--- src/design/rsc_pkg.sv ---
// Package for the roll-off roof shutter controller.
// Holds the operation, motion, request and status codes and the status evaluation function.
// No dependencies.
package rsc_pkg;

  typedef logic [2:0]  op_t;
  typedef logic [1:0]  mode_t;
  typedef logic [1:0]  req_t;
  typedef logic [2:0]  status_t;
  typedef logic [9:0]  relay_cnt_t;
  typedef logic [17:0] motion_cnt_t;

  localparam op_t OP_TICK  = 3'd0;
  localparam op_t OP_OPEN  = 3'd1;
  localparam op_t OP_CLOSE = 3'd2;
  localparam op_t OP_ABORT = 3'd3;
  localparam op_t OP_QUERY = 3'd4;

  localparam mode_t MODE_NONE    = 2'd0;
  localparam mode_t MODE_OPENING = 2'd1;
  localparam mode_t MODE_CLOSING = 2'd2;
  localparam mode_t MODE_ERROR   = 2'd3;

  localparam req_t REQ_NONE  = 2'd0;
  localparam req_t REQ_OPEN  = 2'd1;
  localparam req_t REQ_CLOSE = 2'd2;

  localparam status_t ST_OPEN    = 3'd0;
  localparam status_t ST_CLOSED  = 3'd1;
  localparam status_t ST_OPENING = 3'd2;
  localparam status_t ST_CLOSING = 3'd3;
  localparam status_t ST_ERROR   = 3'd4;

  localparam relay_cnt_t  RELAY_MAX  = '1;
  localparam motion_cnt_t MOTION_MAX = '1;

  localparam relay_cnt_t  RELAY_PULSE_RST    = 10'd250;
  localparam motion_cnt_t MOTION_TIMEOUT_RST = 18'd120000;

  localparam logic CFG_IDX_RELAY_PULSE    = 1'b0;
  localparam logic CFG_IDX_MOTION_TIMEOUT = 1'b1;

  // Shutter status seen from the switches, the motion mode and the last request.
  function automatic status_t eval_status(input logic closed_on, input logic open_on,
                                          input mode_t mode, input req_t req);
    status_t st;
    begin
      if (closed_on && open_on) begin
        st = ST_ERROR;
      end else if (closed_on) begin
        st = ST_CLOSED;
      end else if (open_on) begin
        st = (mode == MODE_CLOSING) ? ST_CLOSING : ST_OPEN;
      end else if (mode == MODE_OPENING) begin
        st = ST_OPENING;
      end else if (mode == MODE_CLOSING) begin
        st = ST_CLOSING;
      end else if (mode == MODE_ERROR) begin
        st = ST_ERROR;
      end else if (req == REQ_OPEN) begin
        st = ST_OPENING;
      end else if (req == REQ_CLOSE) begin
        st = ST_CLOSING;
      end else begin
        st = ST_ERROR;
      end
      return st;
    end
  endfunction

endpackage

--- src/design/rolloff_shutter_controller.sv ---
// Top level of the roll-off roof shutter controller.
// Depends on rsc_pkg for codes, types and the status evaluation function.
//
// The controller takes one request per clock cycle unless stalled: an op code (tick, open,
// close, abort or query) with the levels of the closed and open limit switches, and returns
// exactly one result per request holding the shutter status, a slewing flag and the relay
// drive level. A request is held in the input register and is then evaluated combinationally
// against the controller state as it moves into the output register, so the sustained rate
// is one request per cycle whenever the result side keeps taking. The pipeline only stalls
// while the output register holds a result that has not been taken. Configuration (relay
// pulse length and motion timeout, both in ticks) must only be written while no request is
// in flight; only tick requests advance the relay and motion counters, which saturate.
module rolloff_shutter_controller (
  input  logic        clk,
  input  logic        rst_n,
  // Input request stream.
  input  logic        in_tvalid,
  output logic        in_tready,
  input  logic [7:0]  in_tdata,   // [2:0] op, [3] closed_switch_active,
                                  // [4] open_switch_active, [7:5] zero
  // Result stream.
  output logic        out_tvalid,
  input  logic        out_tready,
  output logic [7:0]  out_tdata,  // [2:0] shutter_status, [3] slewing, [4] relay_on,
                                  // [7:5] zero
  // Configuration write port.
  input  logic        cfg_we,
  input  logic        cfg_index,
  input  logic [17:0] cfg_wdata
);

  // Configuration registers.
  rsc_pkg::relay_cnt_t  relay_pulse_r;
  rsc_pkg::motion_cnt_t motion_timeout_r;

  // Controller state.
  rsc_pkg::mode_t       mode_r, mode_nxt;
  rsc_pkg::req_t        req_r, req_nxt;
  rsc_pkg::motion_cnt_t motion_elapsed_r, motion_elapsed_nxt;
  logic                 relay_active_r, relay_active_nxt;
  rsc_pkg::relay_cnt_t  relay_elapsed_r, relay_elapsed_nxt;

  // Input register.
  logic                 in_valid_r;
  rsc_pkg::op_t         op_r;
  logic                 closed_r;
  logic                 open_r;

  // Output register.
  logic                 out_valid_r;
  rsc_pkg::status_t     status_r, status_nxt;
  logic                 slewing_r, slewing_nxt;
  logic                 relay_on_r;

  logic                 advance;
  logic                 in_fire;
  logic                 eval_fire;

  rsc_pkg::status_t     st_pre;
  rsc_pkg::mode_t       mode_eval;
  rsc_pkg::req_t        req_eval;
  rsc_pkg::relay_cnt_t  relay_inc;
  rsc_pkg::motion_cnt_t motion_inc;

  // The output register can take a new result when it is empty or being drained.
  assign advance   = !out_valid_r || out_tready;
  assign in_tready = !in_valid_r || advance;
  assign in_fire   = in_tvalid && in_tready;
  assign eval_fire = in_valid_r && advance;

  always_ff @(posedge clk) begin
    if (!rst_n) begin
      relay_pulse_r    <= rsc_pkg::RELAY_PULSE_RST;
      motion_timeout_r <= rsc_pkg::MOTION_TIMEOUT_RST;
    end else if (cfg_we) begin
      if (cfg_index == rsc_pkg::CFG_IDX_RELAY_PULSE) begin
        relay_pulse_r <= cfg_wdata[9:0];
      end else begin
        motion_timeout_r <= cfg_wdata;
      end
    end
  end

  always_ff @(posedge clk) begin
    if (!rst_n) begin
      in_valid_r <= 1'b0;
    end else if (in_tready) begin
      in_valid_r <= in_tvalid;
    end
  end

  always_ff @(posedge clk) begin
    if (in_fire) begin
      op_r     <= in_tdata[2:0];
      closed_r <= in_tdata[3];
      open_r   <= in_tdata[4];
    end
  end

  // Evaluation of one request: first the switch-driven status update, then the op itself.
  always_comb begin
    st_pre    = rsc_pkg::eval_status(closed_r, open_r, mode_r, req_r);
    mode_eval = mode_r;
    req_eval  = req_r;

    // Side effects of reading the switches.
    if (closed_r && open_r) begin
      mode_eval = rsc_pkg::MODE_ERROR;
      req_eval  = rsc_pkg::REQ_NONE;
    end else if (closed_r) begin
      mode_eval = rsc_pkg::MODE_NONE;
      if (req_r == rsc_pkg::REQ_CLOSE) begin
        req_eval = rsc_pkg::REQ_NONE;
      end
    end else if (open_r && (mode_r != rsc_pkg::MODE_CLOSING)) begin
      mode_eval = rsc_pkg::MODE_NONE;
      if (req_r == rsc_pkg::REQ_OPEN) begin
        req_eval = rsc_pkg::REQ_NONE;
      end
    end

    relay_inc  = (relay_elapsed_r < rsc_pkg::RELAY_MAX) ?
                 relay_elapsed_r + 10'd1 : relay_elapsed_r;
    motion_inc = (motion_elapsed_r < rsc_pkg::MOTION_MAX) ?
                 motion_elapsed_r + 18'd1 : motion_elapsed_r;

    mode_nxt           = mode_eval;
    req_nxt            = req_eval;
    motion_elapsed_nxt = motion_elapsed_r;
    relay_active_nxt   = relay_active_r;
    relay_elapsed_nxt  = relay_elapsed_r;

    case (op_r)
      rsc_pkg::OP_TICK: begin
        if (relay_active_r) begin
          relay_elapsed_nxt = relay_inc;
          if (relay_inc >= relay_pulse_r) begin
            relay_active_nxt = 1'b0;
          end
        end
        if (mode_eval inside {rsc_pkg::MODE_OPENING, rsc_pkg::MODE_CLOSING}) begin
          motion_elapsed_nxt = motion_inc;
          if (motion_inc > motion_timeout_r) begin
            mode_nxt = rsc_pkg::MODE_ERROR;
          end
        end
      end
      rsc_pkg::OP_OPEN: begin
        if (st_pre != rsc_pkg::ST_OPEN) begin
          req_nxt            = rsc_pkg::REQ_OPEN;
          mode_nxt           = rsc_pkg::MODE_OPENING;
          motion_elapsed_nxt = '0;
          relay_active_nxt   = 1'b1;
          relay_elapsed_nxt  = '0;
        end
      end
      rsc_pkg::OP_CLOSE: begin
        if (st_pre != rsc_pkg::ST_CLOSED) begin
          req_nxt            = rsc_pkg::REQ_CLOSE;
          mode_nxt           = rsc_pkg::MODE_CLOSING;
          motion_elapsed_nxt = '0;
          relay_active_nxt   = 1'b1;
          relay_elapsed_nxt  = '0;
        end
      end
      rsc_pkg::OP_ABORT: begin
        relay_active_nxt  = 1'b1;
        relay_elapsed_nxt = '0;
        mode_nxt          = rsc_pkg::MODE_ERROR;
      end
      default: begin
        // A query, or an unused code, only reports.
      end
    endcase

    // Reported status comes from the final state without further side effects.
    status_nxt  = rsc_pkg::eval_status(closed_r, open_r, mode_nxt, req_nxt);
    slewing_nxt = status_nxt inside {rsc_pkg::ST_OPENING, rsc_pkg::ST_CLOSING};
  end

  always_ff @(posedge clk) begin
    if (!rst_n) begin
      mode_r           <= rsc_pkg::MODE_NONE;
      req_r            <= rsc_pkg::REQ_NONE;
      motion_elapsed_r <= '0;
      relay_active_r   <= 1'b0;
      relay_elapsed_r  <= '0;
    end else if (eval_fire) begin
      mode_r           <= mode_nxt;
      req_r            <= req_nxt;
      motion_elapsed_r <= motion_elapsed_nxt;
      relay_active_r   <= relay_active_nxt;
      relay_elapsed_r  <= relay_elapsed_nxt;
    end
  end

  always_ff @(posedge clk) begin
    if (!rst_n) begin
      out_valid_r <= 1'b0;
    end else if (advance) begin
      out_valid_r <= in_valid_r;
    end
  end

  always_ff @(posedge clk) begin
    if (eval_fire) begin
      status_r   <= status_nxt;
      slewing_r  <= slewing_nxt;
      relay_on_r <= relay_active_nxt;
    end
  end

  assign out_tvalid = out_valid_r;
  assign out_tdata  = {3'b000, relay_on_r, slewing_r, status_r};

endmodule
--- config.mk ---
export PLATFORM = sky130hd
export DESIGN_NAME = rolloff_shutter_controller
export DESIGN_NICKNAME = d
export VERILOG_FILES = /design/src/design/rsc_pkg.sv /design/src/design/rolloff_shutter_controller.sv
export SDC_FILE = /design/constraint.sdc
export NUM_CORES = 1
export LEC_CHECK = 0
export BUFFER_PORTS_ARGS = -buffer_cell sky130_fd_sc_hd__buf_4
export CELL_PAD_IN_SITES_DETAIL_PLACEMENT = 2
export CELL_PAD_IN_SITES_GLOBAL_PLACEMENT = 2
export CORE_MARGIN = 10
export CORE_UTILIZATION = 36
export CTS_BUF_LIST = sky130_fd_sc_hd__clkbuf_16
export CTS_CLUSTER_SIZE = 10
export DETAILED_ROUTE_END_ITERATION = 7
export PLACE_DENSITY_LB_ADDON = 0.08
export SYNTH_ARGS = -nofsm -noshare
export SYNTH_HDL_FRONTEND = slang
export SYNTH_SLANG_ARGS = --single-unit
--- constraint.sdc ---
create_clock -name clk -period 3.9 [get_ports clk]
set_input_delay 0.585 -clock clk [delete_from_list [all_inputs] [get_ports clk]]
set_output_delay 0.585 -clock clk [all_outputs]
set_load 0.1 [all_outputs]
After elaboration in Yosys (flattened, before gate mapping)

Cells that the tools add are included.
Widths: inputs -> output; s select.

Register bits: 73
Input bits: 32
Output and inout bits: 10
Logic and storage cells: 112

Add/subtract/negate cells: 2
Mux-type cells: 49
Bitwise operators: 1
Magnitude comparators: 4
Reductions and logical operators: 18
Equality and inequality tests: 23

Operators with widths:

| operator              | count |
|---|---|
| $mux 18               | 4 |
| $pmux 18 s3           | 1 |
| $mux 3                | 16 |
| $mux 10               | 4 |
| $pmux 10 s4           | 1 |
| $mux 2                | 16 |
| $add 18x1->18 const B | 1 |
| $gt 18x18->1          | 1 |
| $lt 18x18->1 const B  | 1 |
| $eq 2x2->1 const B    | 7 |
| $eq 3x2->1 const B    | 4 |
| $add 10x1->10 const B | 1 |
| $eq 2x1->1 const B    | 5 |
| $ge 10x10->1          | 1 |
| $lt 10x10->1 const B  | 1 |
| $ne 2x2->1 const B    | 5 |
| $reduce_and 5->1      | 2 |
| $pmux 2 s4            | 1 |
| $reduce_bool 3->1     | 2 |
| $logic_and 1x1->1     | 4 |
| $mux 1                | 4 |
| $pmux 1 s4            | 1 |
| $pmux 2 s2            | 1 |
| $reduce_and 2->1      | 2 |
| other kinds (8)       | 11 |

Depth between registers and ports, before layout

Gate-level depths: netlist of the first run.

Depth in word-level cells: 23
Gate-level depth with buffers: 14
Depth with buffers taken out: 13

Worst setup path before layout of the first run

OpenSTA, ideal clock, no wires.

Path kind: reg2reg
From: register motion_elapsed_r[0]
To: register status_r[2], data pin
Cell stages (with the launch flop): 14
Period minus slack after synthesis: 3.268 ns
Arrival time: 3.004 ns
Buffers on the path: 0
Setup slack: 0.632 ns
Required time: 3.636 ns
Setup time: 0.264 ns
Cells stage by stage: dfxtp_1 -> ha_1 -> nand3_1 -> nor3_1 -> a21oi_4 -> and2_1 -> xor2_1 -> ha_1 -> a21oi_1 -> o21ai_0 -> a2111o_1 -> a2111o_1 -> nand2_1 -> a31oi_1

Cells in the longest elaborated chain, start to end: 13
Elaborated cells on any way between the ends: 16
Classes of those cells: add/sub (1); order compare (2); eq/ne (3); mux (10)

Ends and longest elaborated chain:

| what                                          | RTL line                                                             | text |
|---|---|---|
| from (decl)                                   | rolloff_shutter_controller.sv:39                                     | `rsc_pkg::motion_cnt_t motion_elapsed_r, motion_elapsed_nxt;` |
| from (signal assigned)                        | rolloff_shutter_controller.sv:191                                    | `motion_elapsed_r <= motion_elapsed_nxt;` |
| $add 18x1->18 or $lt 18x18->1 (tied branches) | rolloff_shutter_controller.sv:125, rolloff_shutter_controller.sv:124 |  |
| $mux 18 *                                     | rolloff_shutter_controller.sv:124                                    | `motion_inc = (motion_elapsed_r < rsc_pkg::MOTION_MAX) ?` |
| $gt 18x18->1 *                                | rolloff_shutter_controller.sv:143                                    | `if (motion_inc > motion_timeout_r) begin` |
| $mux 2 *                                      | rolloff_shutter_controller.sv:143                                    |  |
| $mux 2 *                                      | rolloff_shutter_controller.sv:141                                    | `if (mode_eval inside {rsc_pkg::MODE_OPENING, rsc_pkg::MODE_CLOSING}) begin` |
| $pmux 2 s4 *                                  | rolloff_shutter_controller.sv:133                                    | `case (op_r)` |
| $eq 2x2->1                                    | rsc_pkg.sv:58                                                        | `end else if (mode == MODE_ERROR) begin` |
| $mux 3                                        | rsc_pkg.sv:58                                                        |  |
| $mux 3                                        | rsc_pkg.sv:56                                                        | `end else if (mode == MODE_CLOSING) begin` |
| $mux 3 *                                      | rsc_pkg.sv:54                                                        | `end else if (mode == MODE_OPENING) begin` |
| $mux 3 *                                      | rsc_pkg.sv:52                                                        | `end else if (open_on) begin` |
| $mux 3 *                                      | rsc_pkg.sv:50                                                        | `end else if (closed_on) begin` |
| $mux 3 *                                      | rsc_pkg.sv:48                                                        | `if (closed_on && open_on) begin` |
| via status_nxt[2]                             | rolloff_shutter_controller.sv:51                                     | `rsc_pkg::status_t status_r, status_nxt;` |
| to (signal assigned)                          | rolloff_shutter_controller.sv:207                                    | `status_r <= status_nxt;` |
| to (decl)                                     | rolloff_shutter_controller.sv:51                                     |  |

The timed path passes the listed nets; every way through them passes the cells marked *.
A chain may end at the register's enable or synchronous reset.

Worst setup path in the final report of the first run

From: register motion_elapsed_r[3]
To: register status_r[2], data pin

The elaborated chain is that of the path after synthesis.

==> results.md, run 1 <==
- Internal power: 1.29 mW
- Total grt overflow: 0
- CP max stage delay: 0.48 ns
- Sequential group share of total power: 45.5%
- Max_cap viols: 0
- Buffer and inverter count on the worst path: 1
- Clk_lat worst skew: 0.34 ns
- CP Launch Type: flip-flop
- Worst r2r path cells: 13
- I/O Buffers: 35
- Clock share of power: around two fifths
- H-tree depth: 3
- DRT Pass-1 Iters: 4
- Critical path arrival: 3.72 ns
- Most frequent CP cell: a2111o_1
- Slowest-stage cell, CP: a2111o_1
- Total setup buffers inserted after CTS: 0
- Max-slew violations: 0
- First-pass GRT wire length: around 24000 um
- Most frequent cells after synthesis: nand2_1 (88), dfxtp_1 (63), a21oi_1 (55), inv_1 (40), ha_1 (34)
- Cells taking the most area after synthesis: dfxtp_1 (27%), ha_1 (9.3%), nand2_1 (7.2%)
- Reg clk slew, reported paths: 0.06 ns
- Post-synthesis cell area: 4590 sq um
- Iter 0 DRT Violations: 201
- Antenna viol nets, final: 0
- Post-detailed-route wirelength per cell: 18.2 um
- Status: finished, final reports clean
- Largest net degree at the start of global routing: 28
- Gr usage total: between 15 and 20%
- IO Count: 42
- Mean Syn Cell Area: 7.98 sq um
- RSZ-0062 raised after global routing: no
- Hold buffers post-CTS: 0
- Vias: 4194
- Worst-Margin Slew: between 1 and 1.5 ns
- Synthesized instance count: 575
- Yosys top cell by area: dfxtp_1
- Pwr/cell area: 343 nW/um^2
- Post-synth EDFFs: 10
- Warnings from Yosys: 0
- Final setup violating endpoints: 0
- Final Hold Fails: 0
- Comb pwr share: 12.7%
- Largest buffer count on any clock path: 2
- Area growth syn-to-layout: 13.7%
- Antenna diodes: 0
- Drt total wl: 14100 um
- Root Driver: clkbuf_16
- P_sw: around 0.5 mW
- Flops & latches, synth: 73
- Drt via density: between 5 and 6
- Hold path depth: 1
- Final setup TNS: 0 ns
- Gpl congestion: 0.795
- CTS Buf Count: 9
- Vias in the first global route: 4682
- Worst setup path class: reg -> reg
- Ys flop type: dfxtp_1
- WP depth: 13
- Most instantiated library cell after synthesis: nand2_1
- Max Clk Rate: between 0.2 and 0.3 GHz
- Nets: about 670
- Netlist cell types: 63
- Fin Clk Skew: ~0.0077 ns
- Peak VDD IR: 0.000208 V
- Post-layout min period: 3.63 ns
- Register area share after synthesis: 34.0%
- Crit-path cells: nand4_1 -> nor3_1 -> buf_4 -> a21oi_4 -> and2_1 -> xor2_1 -> ha_1 -> a21oi_1 -> o21ai_0 -> a2111o_1 -> a2111o_1 -> nand2_1 -> a31oi_1
- Net Sw Frac: roughly 28%
- Crit Path Max Fanout: 7
- Ratio of cells with drive above 1 in the final layout: 11.4%
- Tcrit/Tclk final: 93.2%
- Max-slew headroom: 30.0%
- CTS tree: yes
- Ys async rst share: 0%
- HP Class: in -> reg
- Critical path required time: between 3 and 4 ns
- CP top delay family: compound AO/OA/AOI/OAI gates
- Die Y: 133 um
- Register-to-register setup slack: 0.27 ns
- Row Count: between 40 and 50
- Clock Sink Count: between 70 and 80
- Die area: 17700 sq um
- Die Wd: 133 um
- Top cell type's share of synthesized area: 27.5%
- Cell leakage power: 2.17 nW
- DRC viols: 0
- Dpl hpwl: 10700 um
- Antenna violations before repair: 0
- WHS: 0.419 ns
- Crit. End Element: flip-flop
- Core area: approximately 13000 sq um
- Initial Util: between 30% and 40%
- Number of gates resized after cts: 0
[final timing paths]
path / end / from
hold / removal: closed_r$_DFFE_PP_ / in_tdata[3]
setup / recovery: status_r[2]$_DFFE_PP_ / motion_elapsed_r[3]$_SDFFE_PN0P_
hold reg to reg: motion_timeout_r[4]$_SDFFE_PN0P_ / motion_timeout_r[4]$_SDFFE_PN0P_
setup reg to reg: status_r[2]$_DFFE_PP_ / motion_elapsed_r[3]$_SDFFE_PN0P_
[power by group through the flow]
stage	combinational, mW	clock [mW]	sequential (mW)
after floorplan	0.149	0	0.835
final	0.228	0.748	0.814
after CTS	0.231	0.776	0.814
after detailed placement	0.229	0	0.830
after global routing	0.253	0.807	0.818
after global placement	0.219	0	0.829
[layer usage]
layer / vias to the layer above / track usage [%] / wire length, um
li1: 2080 / - / -
met1: 2063 / 19.2 / 6450
met2: 34 / 28.8 / 7180
met3: 17 / 2.61 / 198
met4: 0 / 6.66 / 288
met5: - / 0 / 0
[cells by family (layout without fill, tap and decap cells)]
group           Yosys count  in the layout  synth area share, %
mux                       5              5                 1.17
buf+inv                  70             97                 6.65
other cells               1              3               0.0817
flops                    73             73                 34.0
fa+ha+maj                34             34                 9.27
simple gates            212            212                 22.8
compound gates          160            160                 22.2
xor+xnor                 20             20                 3.82
[registers in the layout, indices dropped and copies added, names as in the netlist]
signal            count
relay_elapsed_r      10
relay_on_r            1
op_r                  3
out_tvalid            1
open_r                1
mode_r                2
relay_pulse_r        10
motion_elapsed_r     18
in_valid_r            1
status_r              3
closed_r              1
req_r                 2
relay_active_r        1
motion_timeout_r     18
slewing_r             1
[stage by stage]
stage	instance area [sq um]	std cells	worst slack, ns	util (%)	power, mW
after floorplan	4600	577	0.632	-	0.984
after global placement	4960	760	0.413	39.5	1.05
after detailed placement	4960	760	0.325	39.5	1.06
after CTS	5220	776	0.246	41.5	1.82
after global routing	5220	776	0.00130	41.5	1.88
final	5220	776	0.265	41.5	1.79
[area by class of cell]
cell class,instances,area (sq um)
Clock buffer,9,225
Multi-Input combinational cell,434,2730
Inverter,41,154
Timing Repair Buffer,40,300
Tap cell,172,215
Clock inverter,7,31.3
Sequential cell,73,1560
Fill cell,1441,7350
[cells in the final DEF, fill, tap and decap left out, types with 15 or more instances in the layout]
cell type,n
nand2_1,88
dfxtp_1,63
a21oi_1,55
inv_1,43
buf_4,40
ha_1,34
nor2_1,32
o21ai_0,31
nand3_1,22
o211ai_1,15
xnor2_1,15
Power figures use the tool's default switching activity.
==> inputs of run 2 (changes only) <==
==> constraint.sdc (replaced) <==
create_clock -name clk -period 3.9 [get_ports clk]
set_input_delay 0.78 -clock clk [delete_from_list [all_inputs] [get_ports clk]]
set_output_delay 0.78 -clock clk [all_outputs]
set_load 0.1 [all_outputs]
==> results.md, run 2 (synthesis results as in run 1) <==
- Pwr/cell area: 356 nW/um^2
- Buffer and inverter count on the worst path: 1
- Sequential group share of total power: 43.5%
- Die area: 17700 sq um
- Hold buffers post-CTS: 0
- Largest regs: motion_elapsed_r: 18 flops, motion_timeout_r: 18 flops
- Max-slew headroom: 33.6%
- First-pass GRT wire length: 23400 um
- Antenna diodes: 0
- IO Count: 42
- Final setup violating endpoints: 0
- Max Clk Rate: 0.278 GHz
- Area growth syn-to-layout: 14.3%
- Die Y: between 100 and 150 um
- Die Wd: 133 um
- Drt via density: 5.42
- Max-slew violations: 0
- Worst-Margin Slew: 0.994 ns
- Net Sw Frac: 27.5%
- Post-detailed-route wirelength per cell: 18.1 um
- Drt total wl: 14000 um
- Fin Clk Skew: 0.00589 ns
- WP depth: 13
- Crit. End Element: flip-flop
- Total setup buffers inserted after CTS: 0
- Gr usage total: 16.2%
- FF-to-FF Start: motion_elapsed_r[2]$_SDFFE_PN0P_
- Nets: 665
- Largest buffer count on any clock path: 2
- Peak VDD IR: 0.000228 V
- CTS Buf Count: 9
- DRC viols: 0
- Crit Path Max Fanout: 8
- Root Driver: clkbuf_16
- Post-layout min period: ~3.6 ns
- Internal power: between 1 and 1.5 mW
- R2r endpoint: status_r[2]$_DFFE_PP_
- Most common cell after layout, fill and taps aside: nand2_1
- Most frequent CP cell: a2111o_1
- HP Class: reg -> reg
- Slowest-stage cell, CP: dfxtp_1
- Setup ws final: ~0.3 ns
- Crit path from: motion_elapsed_r[2]$_SDFFE_PN0P_
- Register-to-register setup slack: 0.30 ns
- Reg clk slew, reported paths: 0.06 ns
- CP top delay family: compound AO/OA/AOI/OAI gates
- P_sw: 0.515 mW
- Dpl ws: 0.292 ns
- CP Launch Type: flip-flop
- Tcrit/Tclk final: 92.2%
- Max_cap viols: 0
- Clock share of power: 44.4%
- Row Count: 41
- Antenna violations before repair: 0
- Commonest non-fill, non-tap cells in the layout: nand2_1 (88), dfxtp_1 (63), a21oi_1 (55)
- Critical path arrival: 3.68 ns
- CTS tree: yes
- Status: finished, final reports clean
- Comb pwr share: 12.1%
- CP max stage delay: 0.47 ns
- Core area: 12600 sq um
- Worst r2r path cells: 13
- DRT Pass-1 Iters: 4
- Antenna viol nets, final: 0
- Clk_lat worst skew: 0.34 ns
- Final setup TNS: 0 ns
- Vias in the first global route: 4628
- Total grt overflow: 0
- Vias: around 4200
- Worst setup path class: reg -> reg
- Gpl congestion: 0.796
- Critical path required time: around 4 ns
- RSZ-0062 raised after global routing: no
- Crit-path cells: nand4_1 -> nor3_1 -> buf_4 -> a21oi_4 -> and2_1 -> xor2_1 -> ha_1 -> a21oi_1 -> o21ai_0 -> a2111o_1 -> a2111o_1 -> nand2_1 -> a31oi_1
- I/O Buffers: 35
- Largest net degree at the start of global routing: 28
- Clock Sink Count: 73
- Iter 0 DRT Violations: 154
- Final Hold Fails: 0
- H-tree depth: 3
- Ratio of cells with drive above 1 in the final layout: 11.6%
- Dpl hpwl: ~11000 um
- Worst Setup EP: status_r[2]$_DFFE_PP_
- Initial Util: 36.5%
- Number of gates resized after cts: 0
- Cell leakage power: 2.17 nW
## run 2: tightest hold or removal path, cell delays in order (launching register included)
cell	delay [ns]
dfxtp_1	0.31
nand2_1	0.05
a21oi_1	0.05
## run 2: layout make-up
class / instances / area [sq um]
clock buffer: 9 / 225
clock inverter: 7 / 61.3
fill: 1453 / 7320
timing repair buffer: 40 / 300
inverter: 41 / 154
tap: 172 / 215
sequential: 73 / 1560
multi-input combinational: 434 / 2730
## run 2: power by group through the flow
stage | Clock [mW] | Sequential (mW) | Combinational [mW]
finish | 0.830 | 0.814 | 0.227
detailed placement | 0 | 0.830 | 0.229
CTS | 0.856 | 0.814 | 0.231
global placement | 0 | 0.829 | 0.219
global route | 0.882 | 0.818 | 0.252
floorplan | 0 | 0.835 | 0.149
## run 2: metrics by stage
| step | instance area, sq um | util (%) | std cells | power [mW] | hold slack (ns) |
|---|---|---|---|---|---|
| after CTS | 5250 | 41.8 | 776 | 1.90 | 0.464 |
| after detailed placement | 4960 | 39.5 | 760 | 1.06 | 0.456 |
| after global routing | 5250 | 41.8 | 776 | 1.95 | 0.483 |
| after global placement | 4960 | 39.5 | 760 | 1.05 | 0.447 |
| final | 5250 | 41.8 | 776 | 1.87 | 0.460 |
| after floorplan | 4600 | - | 577 | 0.984 | 0.436 |
## run 2: worst min-delay path by stage
stage	depth (start not counted)	from	to
4_1_cts	2	motion_timeout_r[8]$_SDFFE_PN0P_	motion_timeout_r[8]$_SDFFE_PN0P_
3_3_place_gp	2	motion_timeout_r[17]$_SDFFE_PN0P_	motion_timeout_r[17]$_SDFFE_PN0P_
6_report	2	motion_timeout_r[8]$_SDFFE_PN0P_	motion_timeout_r[8]$_SDFFE_PN0P_
5_1_grt	2	motion_timeout_r[2]$_SDFFE_PN0P_	motion_timeout_r[2]$_SDFFE_PN0P_
3_5_place_dp	2	motion_timeout_r[8]$_SDFFE_PN0P_	motion_timeout_r[8]$_SDFFE_PN0P_
2_1_floorplan	2	motion_timeout_r[11]$_SDFFE_PN0P_	motion_timeout_r[11]$_SDFFE_PN0P_
## run 2: layer usage
layer  up-vias  part of all wire (%)  GRT usage (%)
li1       2081                     -              -
met2        29                    52           28.8
met5         -                     0              0
met3        14                   1.4           2.42
met4         0                   1.3           5.13
met1      2084                    46           19.4
